**src/rtl/core/tuc_pkg.sv**
```systemverilog
// Shared types, codes and helper functions for the thermostat UI controller.
// No dependencies; every other file in rtl/core imports this package.
`timescale 1ns / 1ps
`default_nettype none

package tuc_pkg;

	localparam int LEVEL_COUNT_DEF = 5;
	localparam int BLINK_BIT_DEF   = 4;
	localparam int THR_COUNT       = 5;
	localparam int LED_COUNT       = 5;

	// configuration register indexes
	localparam logic [2:0] REG_THR_A    = 3'd0;
	localparam logic [2:0] REG_THR_B    = 3'd1;
	localparam logic [2:0] REG_THR_C    = 3'd2;
	localparam logic [2:0] REG_THR_D    = 3'd3;
	localparam logic [2:0] REG_THR_E    = 3'd4;
	localparam logic [2:0] REG_LONG     = 3'd5;
	localparam logic [2:0] REG_TIMEOUT  = 3'd6;
	localparam logic [2:0] REG_INIT_LVL = 3'd7;

	// reset values of the registers
	localparam logic [7:0]  THR_A_RST     = 8'd2;
	localparam logic [7:0]  THR_B_RST     = 8'd4;
	localparam logic [7:0]  THR_C_RST     = 8'd6;
	localparam logic [7:0]  THR_D_RST     = 8'd8;
	localparam logic [7:0]  THR_E_RST     = 8'd12;
	localparam logic [14:0] LONG_RST      = 15'd200;
	localparam logic [14:0] TIMEOUT_RST   = 15'd2000;
	localparam logic [2:0]  SET_LEVEL_RST = 3'd2;

	// item opcodes
	localparam logic OP_TICK = 1'b0;
	localparam logic OP_TEMP = 1'b1;

	// button event codes
	localparam logic [1:0] EVT_NONE    = 2'd0;
	localparam logic [1:0] EVT_LONG    = 2'd1;
	localparam logic [1:0] EVT_RELEASE = 2'd2;

	// mode codes as seen on the result
	localparam logic [1:0] DISP_IDLE    = 2'd0;
	localparam logic [1:0] DISP_MONITOR = 2'd1;
	localparam logic [1:0] DISP_SETTING = 2'd2;

	typedef enum logic [2:0] {
		MODE_IDLE    = 3'b001,
		MODE_MONITOR = 3'b010,
		MODE_SETTING = 3'b100
	} mode_t;

	typedef struct packed {
		logic              opcode;
		logic              button_pressed;
		logic signed [7:0] temperature;
	} in_t;

	typedef struct packed {
		logic              heater_on;
		logic [4:0]        led_bar;
		logic [1:0]        ui_mode;
		logic [2:0]        level_set;
		logic signed [3:0] level_current;
		logic              save_request;
		logic [1:0]        button_event;
	} out_t;

	typedef struct packed {
		logic [THR_COUNT-1:0][7:0] thr;
		logic [14:0]               long_ticks;
		logic [14:0]               timeout_ticks;
		logic                      load_level;
		logic [2:0]                level_value;
	} cfg_t;

	// elapsed time as signed 16 bit; negative never exceeds
	function automatic logic exceeds(logic [15:0] now, logic [15:0] stamp,
			logic [14:0] limit);
		logic [15:0] d;
		d = now - stamp;
		return !d[15] && (d[14:0] > limit);
	endfunction

	// LEDs 0..lvl lit, clipped to the bar
	function automatic logic [LED_COUNT-1:0] bar_for(logic [2:0] lvl);
		logic [LED_COUNT-1:0] b;
		for (int i = 0; i < LED_COUNT; i++) begin
			b[i] = (3'(i) <= lvl);
		end
		return b;
	endfunction

endpackage

`default_nettype wire

```
**src/rtl/core/tuc_cfg_regs.sv**
```systemverilog
// Configuration register file: thresholds, press and timeout limits.
// Emits a combinational load strobe when a valid initial level is written. Uses tuc_pkg.
`timescale 1ns / 1ps
`default_nettype none

module tuc_cfg_regs #(
	parameter int LEVEL_COUNT = tuc_pkg::LEVEL_COUNT_DEF
) (
	input  wire               clk,
	input  wire               arst_n,
	input  wire               wr_valid,
	input  wire  [2:0]        cfg_index,
	input  wire  [14:0]       cfg_data,
	output tuc_pkg::cfg_t     cfg
);
	import tuc_pkg::*;

	logic [THR_COUNT-1:0][7:0] thr_q;
	logic [14:0]               long_q;
	logic [14:0]               timeout_q;
	logic                      we;

	assign we = wr_valid;

	always_ff @(posedge clk or negedge arst_n) begin
		if (!arst_n) begin
			thr_q[0]  <= THR_A_RST;
			thr_q[1]  <= THR_B_RST;
			thr_q[2]  <= THR_C_RST;
			thr_q[3]  <= THR_D_RST;
			thr_q[4]  <= THR_E_RST;
			long_q    <= LONG_RST;
			timeout_q <= TIMEOUT_RST;
		end else if (we) begin
			unique case (cfg_index)
				REG_THR_A:    thr_q[0]  <= cfg_data[7:0];
				REG_THR_B:    thr_q[1]  <= cfg_data[7:0];
				REG_THR_C:    thr_q[2]  <= cfg_data[7:0];
				REG_THR_D:    thr_q[3]  <= cfg_data[7:0];
				REG_THR_E:    thr_q[4]  <= cfg_data[7:0];
				REG_LONG:     long_q    <= cfg_data;
				REG_TIMEOUT:  timeout_q <= cfg_data;
				REG_INIT_LVL: ;
				default: ;
			endcase
		end
	end

	always_comb begin
		cfg.thr           = thr_q;
		cfg.long_ticks    = long_q;
		cfg.timeout_ticks = timeout_q;
		cfg.level_value   = cfg_data[2:0];
		// out-of-range levels are accepted but do not load the set level
		cfg.load_level    = we && (cfg_index == REG_INIT_LVL) &&
			({1'b0, cfg_data[2:0]} < 4'(LEVEL_COUNT));
	end

endmodule

`default_nettype wire

```
**src/rtl/core/tuc_button.sv**
```systemverilog
// Button hold-off history and press tracker: long press and short release events.
// Updated once per tick request. Uses tuc_pkg.
`timescale 1ns / 1ps
`default_nettype none

module tuc_button (
	input  wire         clk,
	input  wire         arst_n,
	input  wire         step,
	input  wire         pressed,
	input  wire  [15:0] now,
	input  wire  [14:0] long_ticks,
	output logic [1:0]  evt
);
	import tuc_pkg::*;

	logic [7:0]  hist_q;
	logic [15:0] stamp_q;
	logic [1:0]  latched_q;
	logic [7:0]  hist_n;
	logic [15:0] stamp_n;
	logic [1:0]  latched_n;
	logic        was;

	always_comb begin
		was       = (hist_q != 8'd0);
		hist_n    = {hist_q[6:0], pressed};
		stamp_n   = stamp_q;
		latched_n = latched_q;
		evt       = EVT_NONE;
		if (hist_n != 8'd0) begin
			if (!was) begin
				stamp_n   = now;
				latched_n = EVT_NONE;
			end else if (latched_q == EVT_NONE && exceeds(now, stamp_q, long_ticks)) begin
				latched_n = EVT_LONG;
				evt       = EVT_LONG;
			end
		end else if (was && latched_q == EVT_NONE) begin
			latched_n = EVT_RELEASE;
			evt       = EVT_RELEASE;
		end
	end

	always_ff @(posedge clk or negedge arst_n) begin
		if (!arst_n) begin
			hist_q    <= 8'd0;
			stamp_q   <= 16'd0;
			latched_q <= EVT_NONE;
		end else if (step) begin
			hist_q    <= hist_n;
			stamp_q   <= stamp_n;
			latched_q <= latched_n;
		end
	end

endmodule

`default_nettype wire

```
**src/rtl/core/tuc_level.sv**
```systemverilog
// Temperature to level mapping against the ascending threshold set.
// Pure compare logic. Uses tuc_pkg.
`timescale 1ns / 1ps
`default_nettype none

module tuc_level #(
	parameter int LEVEL_COUNT = tuc_pkg::LEVEL_COUNT_DEF
) (
	input  wire  signed [7:0]                  temperature,
	input  wire  [tuc_pkg::THR_COUNT-1:0][7:0] thr,
	output logic signed [3:0]                  level
);
	import tuc_pkg::*;

	logic [LEVEL_COUNT-1:0] below;

	always_comb begin
		// levels past the last threshold reuse the highest one
		for (int i = 0; i < LEVEL_COUNT; i++) begin
			below[i] = temperature <
				$signed(thr[(i < THR_COUNT) ? i : THR_COUNT - 1]);
		end
		level = 4'(LEVEL_COUNT - 1);
		for (int i = LEVEL_COUNT - 1; i >= 0; i--) begin
			if (below[i]) begin
				level = 4'(i - 1);
			end
		end
	end

endmodule

`default_nettype wire

```
**src/rtl/core/thermostat_ui_controller.sv**
```systemverilog
// Thermostat UI controller: button events, LED bar, mode machine and heater.
// Path: an accepted request waits in the input register, then moves to the result
// register, which raises out_valid; a stalled result holds it in the input register.
// Throughput: one request per cycle barring out_stall; item logic is a single pass between the two.
// Reset (arst_n low, asynchronous): clock, history and stamps zero, idle mode,
// set level 2, heater off, bar dark, registers at their defaults. No clearing pass.
// Depends on tuc_pkg, tuc_cfg_regs, tuc_button, tuc_level.
`timescale 1ns / 1ps
`default_nettype none

module thermostat_ui_controller #(
	parameter int LEVEL_COUNT = tuc_pkg::LEVEL_COUNT_DEF,
	parameter int BLINK_BIT   = tuc_pkg::BLINK_BIT_DEF
) (
	input  wire               clk,
	input  wire               arst_n,
	input  wire               in_valid,
	output logic              in_stall,
	input  wire tuc_pkg::in_t in_item,
	output logic              out_valid,
	input  wire               out_stall,
	output tuc_pkg::out_t     out_item,
	input  wire               wr_valid,
	output logic              cfg_ready,
	input  wire  [2:0]        cfg_index,
	input  wire  [14:0]       cfg_data
);
	import tuc_pkg::*;

	cfg_t        cfg;
	logic        valid_s1;
	in_t         item_s1;
	logic        advance;
	logic        is_tick;

	logic [15:0]       tick_q;
	mode_t             mode_q;
	logic [15:0]       mode_stamp_q;
	logic [2:0]        set_level_q;
	logic signed [3:0] cur_level_q;
	logic              heater_q;
	logic [4:0]        bar_q;

	logic [15:0]       tick_n;
	mode_t             mode_mid;
	mode_t             mode_n;
	logic [15:0]       mode_stamp_n;
	logic [2:0]        set_level_n;
	logic signed [3:0] cur_level_n;
	logic              heater_n;
	logic [4:0]        bar_n;
	logic              save;
	logic [1:0]        evt;
	logic [1:0]        evt_raw;
	logic signed [3:0] level_map;
	logic [3:0]        lvl_inc;
	logic [1:0]        ui_code;

	assign cfg_ready = 1'b1;

	tuc_cfg_regs #(.LEVEL_COUNT(LEVEL_COUNT)) u_cfg (
		.clk       (clk),
		.arst_n    (arst_n),
		.wr_valid  (wr_valid),
		.cfg_index (cfg_index),
		.cfg_data  (cfg_data),
		.cfg       (cfg)
	);

	// input register and result register handshake
	assign advance  = valid_s1 && (!out_valid || !out_stall);
	assign in_stall = valid_s1 && !advance;
	assign is_tick  = (item_s1.opcode == OP_TICK);

	always_ff @(posedge clk or negedge arst_n) begin
		if (!arst_n) begin
			valid_s1 <= 1'b0;
		end else if (in_valid && !in_stall) begin
			valid_s1 <= 1'b1;
		end else if (advance) begin
			valid_s1 <= 1'b0;
		end
	end

	always_ff @(posedge clk) begin
		if (in_valid && !in_stall) begin
			item_s1 <= in_item;
		end
	end

	assign tick_n = tick_q + 16'd1;

	tuc_button u_button (
		.clk        (clk),
		.arst_n     (arst_n),
		.step       (advance && is_tick),
		.pressed    (item_s1.button_pressed),
		.now        (tick_n),
		.long_ticks (cfg.long_ticks),
		.evt        (evt_raw)
	);

	tuc_level #(.LEVEL_COUNT(LEVEL_COUNT)) u_level (
		.temperature (item_s1.temperature),
		.thr         (cfg.thr),
		.level       (level_map)
	);

	// wrap of the set level; the value stays below twice the level count
	always_comb begin
		lvl_inc = {1'b0, set_level_q} + 4'd1;
		if (lvl_inc >= 4'(LEVEL_COUNT)) begin
			lvl_inc = lvl_inc - 4'(LEVEL_COUNT);
		end
	end

	always_comb begin
		mode_mid     = mode_q;
		mode_n       = mode_q;
		mode_stamp_n = mode_stamp_q;
		set_level_n  = set_level_q;
		cur_level_n  = cur_level_q;
		heater_n     = heater_q;
		bar_n        = bar_q;
		save         = 1'b0;
		evt          = EVT_NONE;
		if (is_tick) begin
			evt   = evt_raw;
			bar_n = 5'd0;
			unique case (mode_q)
				MODE_SETTING: begin
					heater_n = 1'b1;
					if (tick_n[BLINK_BIT]) begin
						bar_n = bar_for(set_level_q);
					end
				end
				MODE_MONITOR: begin
					heater_n = 1'b1;
					if (!cur_level_q[3]) begin
						bar_n = bar_for(cur_level_q[2:0]);
					end
				end
				MODE_IDLE: ;
				default: ;
			endcase
			if (mode_q != MODE_IDLE && exceeds(tick_n, mode_stamp_q, cfg.timeout_ticks)) begin
				mode_mid     = MODE_IDLE;
				mode_stamp_n = tick_n;
			end
			mode_n = mode_mid;
			if (evt != EVT_NONE) begin
				mode_stamp_n = tick_n;
				if (mode_mid == MODE_SETTING) begin
					if (evt == EVT_RELEASE) begin
						set_level_n = lvl_inc[2:0];
						mode_n      = MODE_SETTING;
					end else begin
						save   = 1'b1;
						mode_n = MODE_IDLE;
					end
				end else if (evt == EVT_LONG) begin
					mode_n = MODE_SETTING;
				end else begin
					mode_n = (mode_mid == MODE_IDLE) ? MODE_MONITOR : MODE_IDLE;
				end
			end
		end else begin
			cur_level_n = level_map;
			if (mode_q == MODE_IDLE) begin
				heater_n = (level_map < $signed({1'b0, set_level_q}));
			end
		end
	end

	always_comb begin
		unique case (mode_n)
			MODE_IDLE:    ui_code = DISP_IDLE;
			MODE_MONITOR: ui_code = DISP_MONITOR;
			MODE_SETTING: ui_code = DISP_SETTING;
			default:      ui_code = DISP_IDLE;
		endcase
	end

	always_ff @(posedge clk or negedge arst_n) begin
		if (!arst_n) begin
			tick_q       <= 16'd0;
			mode_q       <= MODE_IDLE;
			mode_stamp_q <= 16'd0;
			set_level_q  <= SET_LEVEL_RST;
			cur_level_q  <= 4'sd0;
			heater_q     <= 1'b0;
			bar_q        <= 5'd0;
		end else begin
			if (advance) begin
				if (is_tick) begin
					tick_q <= tick_n;
				end
				mode_q       <= mode_n;
				mode_stamp_q <= mode_stamp_n;
				cur_level_q  <= cur_level_n;
				heater_q     <= heater_n;
				bar_q        <= bar_n;
			end
			// a config load wins; the user must write only while no request is in flight; the block does not enforce it
			if (cfg.load_level) begin
				set_level_q <= cfg.level_value;
			end else if (advance) begin
				set_level_q <= set_level_n;
			end
		end
	end

	always_ff @(posedge clk or negedge arst_n) begin
		if (!arst_n) begin
			out_valid <= 1'b0;
		end else if (advance) begin
			out_valid <= 1'b1;
		end else if (!out_stall) begin
			out_valid <= 1'b0;
		end
	end

	always_ff @(posedge clk) begin
		if (advance) begin
			out_item.heater_on     <= heater_n;
			out_item.led_bar       <= bar_n;
			out_item.ui_mode       <= ui_code;
			out_item.level_set     <= set_level_n;
			out_item.level_current <= cur_level_n;
			out_item.save_request  <= save;
			out_item.button_event  <= evt;
		end
	end

endmodule

`default_nettype wire

```
**config.mk**
```make
export PLATFORM = sky130hd
export DESIGN_NAME = thermostat_ui_controller
export DESIGN_NICKNAME = d
export VERILOG_FILES = /design/src/rtl/core/tuc_pkg.sv /design/src/rtl/core/tuc_cfg_regs.sv /design/src/rtl/core/tuc_button.sv /design/src/rtl/core/tuc_level.sv /design/src/rtl/core/thermostat_ui_controller.sv
export SDC_FILE = /design/constraint.sdc
export NUM_CORES = 1
export LEC_CHECK = 0
export ABC_AREA = 1
export BUFFER_PORTS_ARGS = -buffer_cell sky130_fd_sc_hd__buf_2
export CORE_MARGIN = 2
export CORE_UTILIZATION = 45
export DETAILED_ROUTE_END_ITERATION = 10
export PLACE_DENSITY = 0.69
export SLEW_MARGIN = 30
export SYNTH_ARGS = -nofsm -noshare
export SYNTH_HDL_FRONTEND = slang
export SYNTH_SLANG_ARGS = --single-unit
```
**constraint.sdc**
```tcl
create_clock -name clk -period 8.3 [get_ports clk]
set_input_delay 0.415 -clock clk [delete_from_list [all_inputs] [get_ports clk]]
set_output_delay 0.415 -clock clk [all_outputs]
set_load 0.005 [all_outputs]
```
==> results of run 1 <==
registers in the layout (all words and copies together), names as in the netlist:
| name | flops |
|---|---|
| u_cfg.timeout_q | 15 |
| mode_stamp_q | 16 |
| u_button.stamp_q | 16 |
| u_cfg.cfg | 40 |
| valid_s1 | 1 |
| out_item | 18 |
| u_button.hist_q | 8 |
| cur_level_q | 4 |
| set_level_q | 3 |
| tick_q | 16 |
| item_s1 | 10 |
| out_valid | 1 |
| u_button.latched_q | 2 |
| u_cfg.long_q | 15 |
| heater_q | 1 |
| bar_q | 5 |
| mode_q | 3 |
layout by cell type, fill, tap and decap left out, types with 17 or more instances in the layout:
cell / count
nand2_1: 325
xor2_1: 25
ha_1: 101
inv_1: 205
nor2_1: 45
clkbuf_16: 17
o21ai_0: 136
a21oi_1: 65
dfstp_2: 18
dfrtp_1: 128
o21ai_1: 17
nand3_1: 30
edfxtp_1: 28
buf_2: 51
metal layers:
layer	routed length (microns)	vias to the layer above	GRT usage [%]
met2	10600	169	32.5
met3	883	33	4.06
li1	-	4176	-
met1	10600	3790	25.9
met4	487	0	5.77
met5	0	-	0
where the power goes:
group	switching [W]	internal, W	leakage, nW
Sequential	0.000146	0.00112	2.10
Combinational	0.00167	0.00108	3.40
Clock	0.000394	0.000409	0.290
area by class of cell:
| type | count | area [sq um] | share of cell area, % |
|---|---|---|---|
| Clock buffer | 18 | 429 | 3.74 |
| Clock inverter | 14 | 163 | 1.42 |
| Inverter | 211 | 792 | 6.90 |
| Multi-Input combinational cell | 849 | 4920 | 42.9 |
| Sequential cell | 174 | 4520 | 39.4 |
| Tap cell | 285 | 357 | 3.11 |
| Timing Repair Buffer | 56 | 297 | 2.58 |
worst min path at each step:
stage | from | to | slack, ns | depth (start not counted)
after CTS | arst_n | u_cfg.long_q[11] | 0.10 | 1
after global placement | valid_s1 | out_valid | 0.46 | 2
after global routing | arst_n | u_cfg.long_q[11] | 0.13 | 1
after floorplan | arst_n | bar_q[0] | 0.12 | 0
final | arst_n | u_cfg.long_q[11] | 0.02 | 1
after detailed placement | valid_s1 | out_valid | 0.47 | 2
cells by family after synthesis:
group / Yosys count
flops: 174
buf+inv: 238
xor+xnor: 37
other cells: 1
simple gates: 452
fa+ha+maj: 103
compound gates: 254
mux: 2
stage by stage:
stage	hold slack, ns	cells	instance area [sq um]
after floorplan	0.119	1261	10300
after global placement	0.461	1575	10900
after detailed placement	0.470	1575	10900
after CTS	0.104	1607	11500
after global routing	0.131	1607	11500
final	0.0246	1607	11500
==> reports/qor.txt, run 1 <==
Top-count cell post-synth: nand2_1
Initial core utilization: 45.8%
Total Wirelength: 22600 microns
Syn_nets: 1397
Critical Path Start Type: flop
Post-synth EDFFs: 28
Share of flip-flops with an asynchronous set or reset: 83.9%
Vias in the first global route: 7811
Post-synth top flop: dfrtp_1
Synth top area share: 31.0%
Power Total: 0.00482 W
Outcome: complete, no violations
Synth cell types: 52
Total number of vias: 8168
Dpl ws: 3.29 ns
Setup crit end kind: flop
Area share of xor/xnor cells in the synthesized design: 3.21%
Avg Cell Area, Syn: 8.20 sq um
Util after Layout: 50.8%
Critical Path Max Stage Delay: 0.48 ns
Mux cell area share after synthesis: 0.218%
Reg-to-Reg End: mode_q[0]
Area growth syn-to-layout: 10.9%
ANT nets after route: 0
CTS H-tree lvls: 4
Hold Violations, Final: 0
Fmax: 0.197 GHz
Netlist Area Pre-Place: 10300 sq um
CP endpoint: mode_q[0]
Clock transition at path regs: 0.07 ns
Origin of the critical flop-to-flop path: tick_q[0]
CTS tree: yes
Reg2Reg Depth: 25
Cell taking the most area after synthesis: dfrtp_1
Hold buffer count at cts: 0
Initial antenna violation count: 0
Worst path top cell family by delay: simple AND/OR/NAND/NOR gates
Grt total ovfl: 0
Min cycle time layout: 5.08 ns
Final Cycle Share: 61.2%
GPL Wtd Cong: 0.884
IO Port Bufs: 52
Worst slew margin: 39.8%
Post-CTS Resized: 0
Filler Cells Inserted: 2119
Worst-Margin Slew: 0.903 ns
Drt first pass iters: 5
Post-synthesis cell count: 1261
Buf+Inv Stages, Crit Path: 3
CP required: 8.65 ns
CTS buffer count: 17
Die area: 24200 sq um
Post-synthesis sequential area ratio: 43.7%
Pwr/cell area: 420 nW/um^2
Reg2Reg Setup Slack: 3.22 ns
Synth Register Bits: 174
Die height: 156 microns
Setup TNS: 0 ns
Share of cells above drive strength 1: 9.91%
Setup bufs post-CTS: 0
First-pass GRT wire length: 38000 microns
VDD IR-drop max: 0.213 mV
Max Cap Viol: 0
Combinational family with the most area after synthesis: simple AND/OR/NAND/NOR gates
CP max-delay cell: dfrtp_1
Wire per inst: 14.0 microns
1st-iter DRT viols: 537
CP Max Fanout: 31
Crit path depth: 25
Row count: 55
Crit path DAT: 5.43 ns
Yosys warning count: 0
Core area: 22600 sq um
Diode count: 0
Drt drc: 0
Clock Latency Late Sink: 0.44 ns
Post-synthesis adder-cell area fraction: 12.6%
# setup viols final: 0
CTS Sinks: 174
IO Pins: 54
Post-Synth Simple-Gate Area: 18.2%
Post-synth top cells: nand2_1 (328), inv_1 (205), o21ai_0 (136), dfrtp_1 (128), ha_1 (101)
Final Slew Violations: 0
WS Path Type: flop to flop
CP startpoint: tick_q[0]
Post-synthesis compound-gate area fraction: 13.2%
CTS Buffer Depth: 2
Vias/cell: 5.08
Hold Path Class: primary input to async pin
RSZ-0062 raised after global routing: false
DP HPWL: 16700 microns
PnR worst setup slack: 3.22 ns
Skew final: 0.0163 ns
Pleak: 5.79 nW
Ranking of synthesized cells by area: dfrtp_1 (31%), ha_1 (12%), nand2_1 (12%)
Nets: 1445
Clock Tree Root: clkbuf_16
Largest net degree at the start of global routing: 93
Die width: 156 microns
GR Util All Layers: 19.6%
(Power assumes the default switching activity.)
==> inputs of run 2 (changes only) <==
- clock period: 8.3 -> 4.7 ns (I/O delays scaled with it)
==> run 2 against run 1 <==
Effect of this change:
- routed wire length grew 7.7%
- via count grew 3.3%
- global-route usage grew 0.80 points
- register-to-register slack lost 3.1 ns
- sequential power grew 76%
- flip-flop and latch count is the same
- count of clock-buffer cells in the layout is the same
- core utilization grew 4.4 points
- worst setup slack lost 3.1 ns
- fmax grew 10%
- sequential share of layout area shrank 3.1 points
- largest cell class unchanged
==> reports/qor.txt, run 2 (synthesis gave the netlist of run 1 again) <==
Final Cycle Share: 98.1% (was 61.2%)
GPL Wtd Cong: 0.846 (was 0.884)
First-pass GRT wire length: 39200 microns (was 38000 microns)
Non-filler cells, final: 1657 (was 1607)
CTS Sinks: 174 (unchanged)
Critical Path Start Type: flop (unchanged)
Placed cell count: 1598 (was 1575)
IO Port Bufs: 52 (unchanged)
1st-iter DRT viols: 556 (was 537)
Placed cell area: 11100 sq um (was 10900 sq um)
Grt total ovfl: 0 (unchanged)
Hold Violations, Final: 0 (unchanged)
Clock transition at path regs: 0.07 ns (about the same)
Hold Path Class: primary input to flop (was primary input to async pin)
PnR worst setup slack: 0.0893 ns (was 3.22 ns)
Min cycle time layout: 4.61 ns (was 5.08 ns)
Drt drc: 0 (unchanged)
Setup TNS: 0 ns (unchanged)
DP HPWL: 17000 microns (was 16700 microns)
Drt first pass iters: 5 (unchanged)
RSZ-0062 raised after global routing: true (was false)
Total number of vias: 8438 (was 8168)
CP dominant cell by count: nand2_2
Pwr/cell area: 793 nW/um^2 (was 420 nW/um^2)
CTS tree: yes (unchanged)
Vias/cell: 5.09 (was 5.08)
Commonest non-fill, non-tap cell in the layout: nand2_1 (unchanged)
CP Max Fanout: 7 (was 31)
Fmax: 0.217 GHz (was 0.197 GHz)
VDD IR-drop max: 0.524 mV (was 0.213 mV)
GR Util All Layers: 20.4% (was 19.6%)
Outcome: complete, no violations (unchanged)
Sequential cell area: 4520 sq um (about the same)
Worst slew margin: 36.6% (was 39.8%)
Critical Path Max Stage Delay: 0.38 ns (was 0.48 ns)
Skew final: 0.0157 ns (was 0.0163 ns)
Share of cells above drive strength 1: 18.4% (was 9.91%)
WS Path Type: flop to flop (unchanged)
Final Slew Violations: 0 (unchanged)
Max Cap Viol: 0 (unchanged)
ANT nets after route: 0 (unchanged)
# setup viols final: 0 (unchanged)
Area growth syn-to-layout: 20.4% (was 10.9%)
Max reg flops: 40 (unchanged)
Total Wirelength: 24300 microns (was 22600 microns)
IO Pins: 54 (unchanged)
Die area: 24200 sq um (unchanged)
Dpl ws: -0.00825 ns (was 3.29 ns)
Initial core utilization: 45.8% (unchanged)
Row count: 55 (unchanged)
Nets: 1495 (was 1445)
Most frequent cells in the layout: nand2_1 (312), inv_1 (198), o21ai_0 (130) (was nand2_1 (325), inv_1 (205), o21ai_0 (136))
Clock Latency Late Sink: 0.45 ns (was 0.44 ns)
Filler Cells Inserted: 2037 (was 2119)
CTS Buffer Depth: 2 (unchanged)
Area of the multi-input gates: 5400 sq um (was 4920 sq um)
Worst-Margin Slew: 0.948 ns (was 0.903 ns)
Die height: 156 microns (unchanged)
Vias in the first global route: 8169 (was 7811)
Core area: 22600 sq um (unchanged)
Post-route cell area: 12500 sq um (was 11500 sq um)
Die width: 156 microns (unchanged)
Crit path DAT: 4.97 ns (was 5.43 ns)
Wire per inst: 14.7 microns (was 14.0 microns)
Pleak: 6.13 nW (was 5.79 nW)
Diode count: 0 (unchanged)
CP max-delay cell: dfrtp_1 (unchanged)
Util after Layout: 55.2% (was 50.8%)
Initial antenna violation count: 0 (unchanged)
Clock Tree Root: clkbuf_16 (unchanged)
Largest net degree at the start of global routing: 64 (was 93)
CP required: 5.06 ns (was 8.65 ns)
Setup crit end kind: flop (unchanged)
CTS buffer count: 17 (unchanged)
CTS H-tree lvls: 4 (unchanged)
run 2: where the power goes:
group          switching, W  total (W)  internal (W)
Clock              0.000695    0.00144      0.000746
Combinational       0.00353    0.00619       0.00265
Sequential         0.000265    0.00224       0.00198
run 2: routing by layer:
metal  vias up  GRT usage (%)  wire length [microns]
li1       4281              -                      -
met1      3966           26.8                  10900
met2       163           34.8                  12100
met3        28           3.53                    876
met4         0           5.55                    358
met5         -              0                      0
run 2: cell type report:
| cell class | count | area share, % |
|---|---|---|
| inverter | 211 | 6.36 |
| sequential | 174 | 36.3 |
| multi-input combinational | 849 | 43.4 |
| tap | 285 | 2.86 |
| timing repair buffer | 106 | 6.24 |
| clock buffer | 18 | 3.62 |
| clock inverter | 14 | 1.31 |
run 2: final timing paths:
path	start	endpoint	slack, ns	cells after the start
max	tick_q[1]	mode_stamp_q[13]	0.09	33
min	out_stall	out_valid	0.03	3
max reg2reg	tick_q[1]	mode_stamp_q[13]	0.09	33
min reg2reg	valid_s1	out_valid	0.48	2
max in group asynchronous	arst_n	u_cfg.cfg[56]	3.39	3
min in group asynchronous	arst_n	u_cfg.long_q[12]	0.23	2
run 2: worst max-delay path, delay by kind of cell (launching register included):
kind            cells  cell delay, ns
flops               1            0.38
xor+xnor            2            0.39
fa+ha+maj           3            0.80
simple gates       16            1.45
buf+inv             4            0.59
compound gates      8            0.89
run 2: stage by stage:
step | power (W) | hold slack (ns)
2_1_floorplan | 0.00592 | -0.0606
3_3_place_gp | 0.00726 | 0.125
3_5_place_dp | 0.00744 | 0.130
4_1_cts | 0.00898 | 0.0181
5_1_grt | 0.0108 | 0.0489
6_report | 0.00987 | 0.0268
run 2: what timing repair did:
action / in CTS / in global routing
setup buffers: 0 / 12
endpoints found under the setup margin: 5 / 31
pin swaps: 0 / 37
gates cloned: 0 / 3
hold endpoints to repair: 38 / 0
gates resized for setup: 2 / 110
hold buffers: 12 / 0
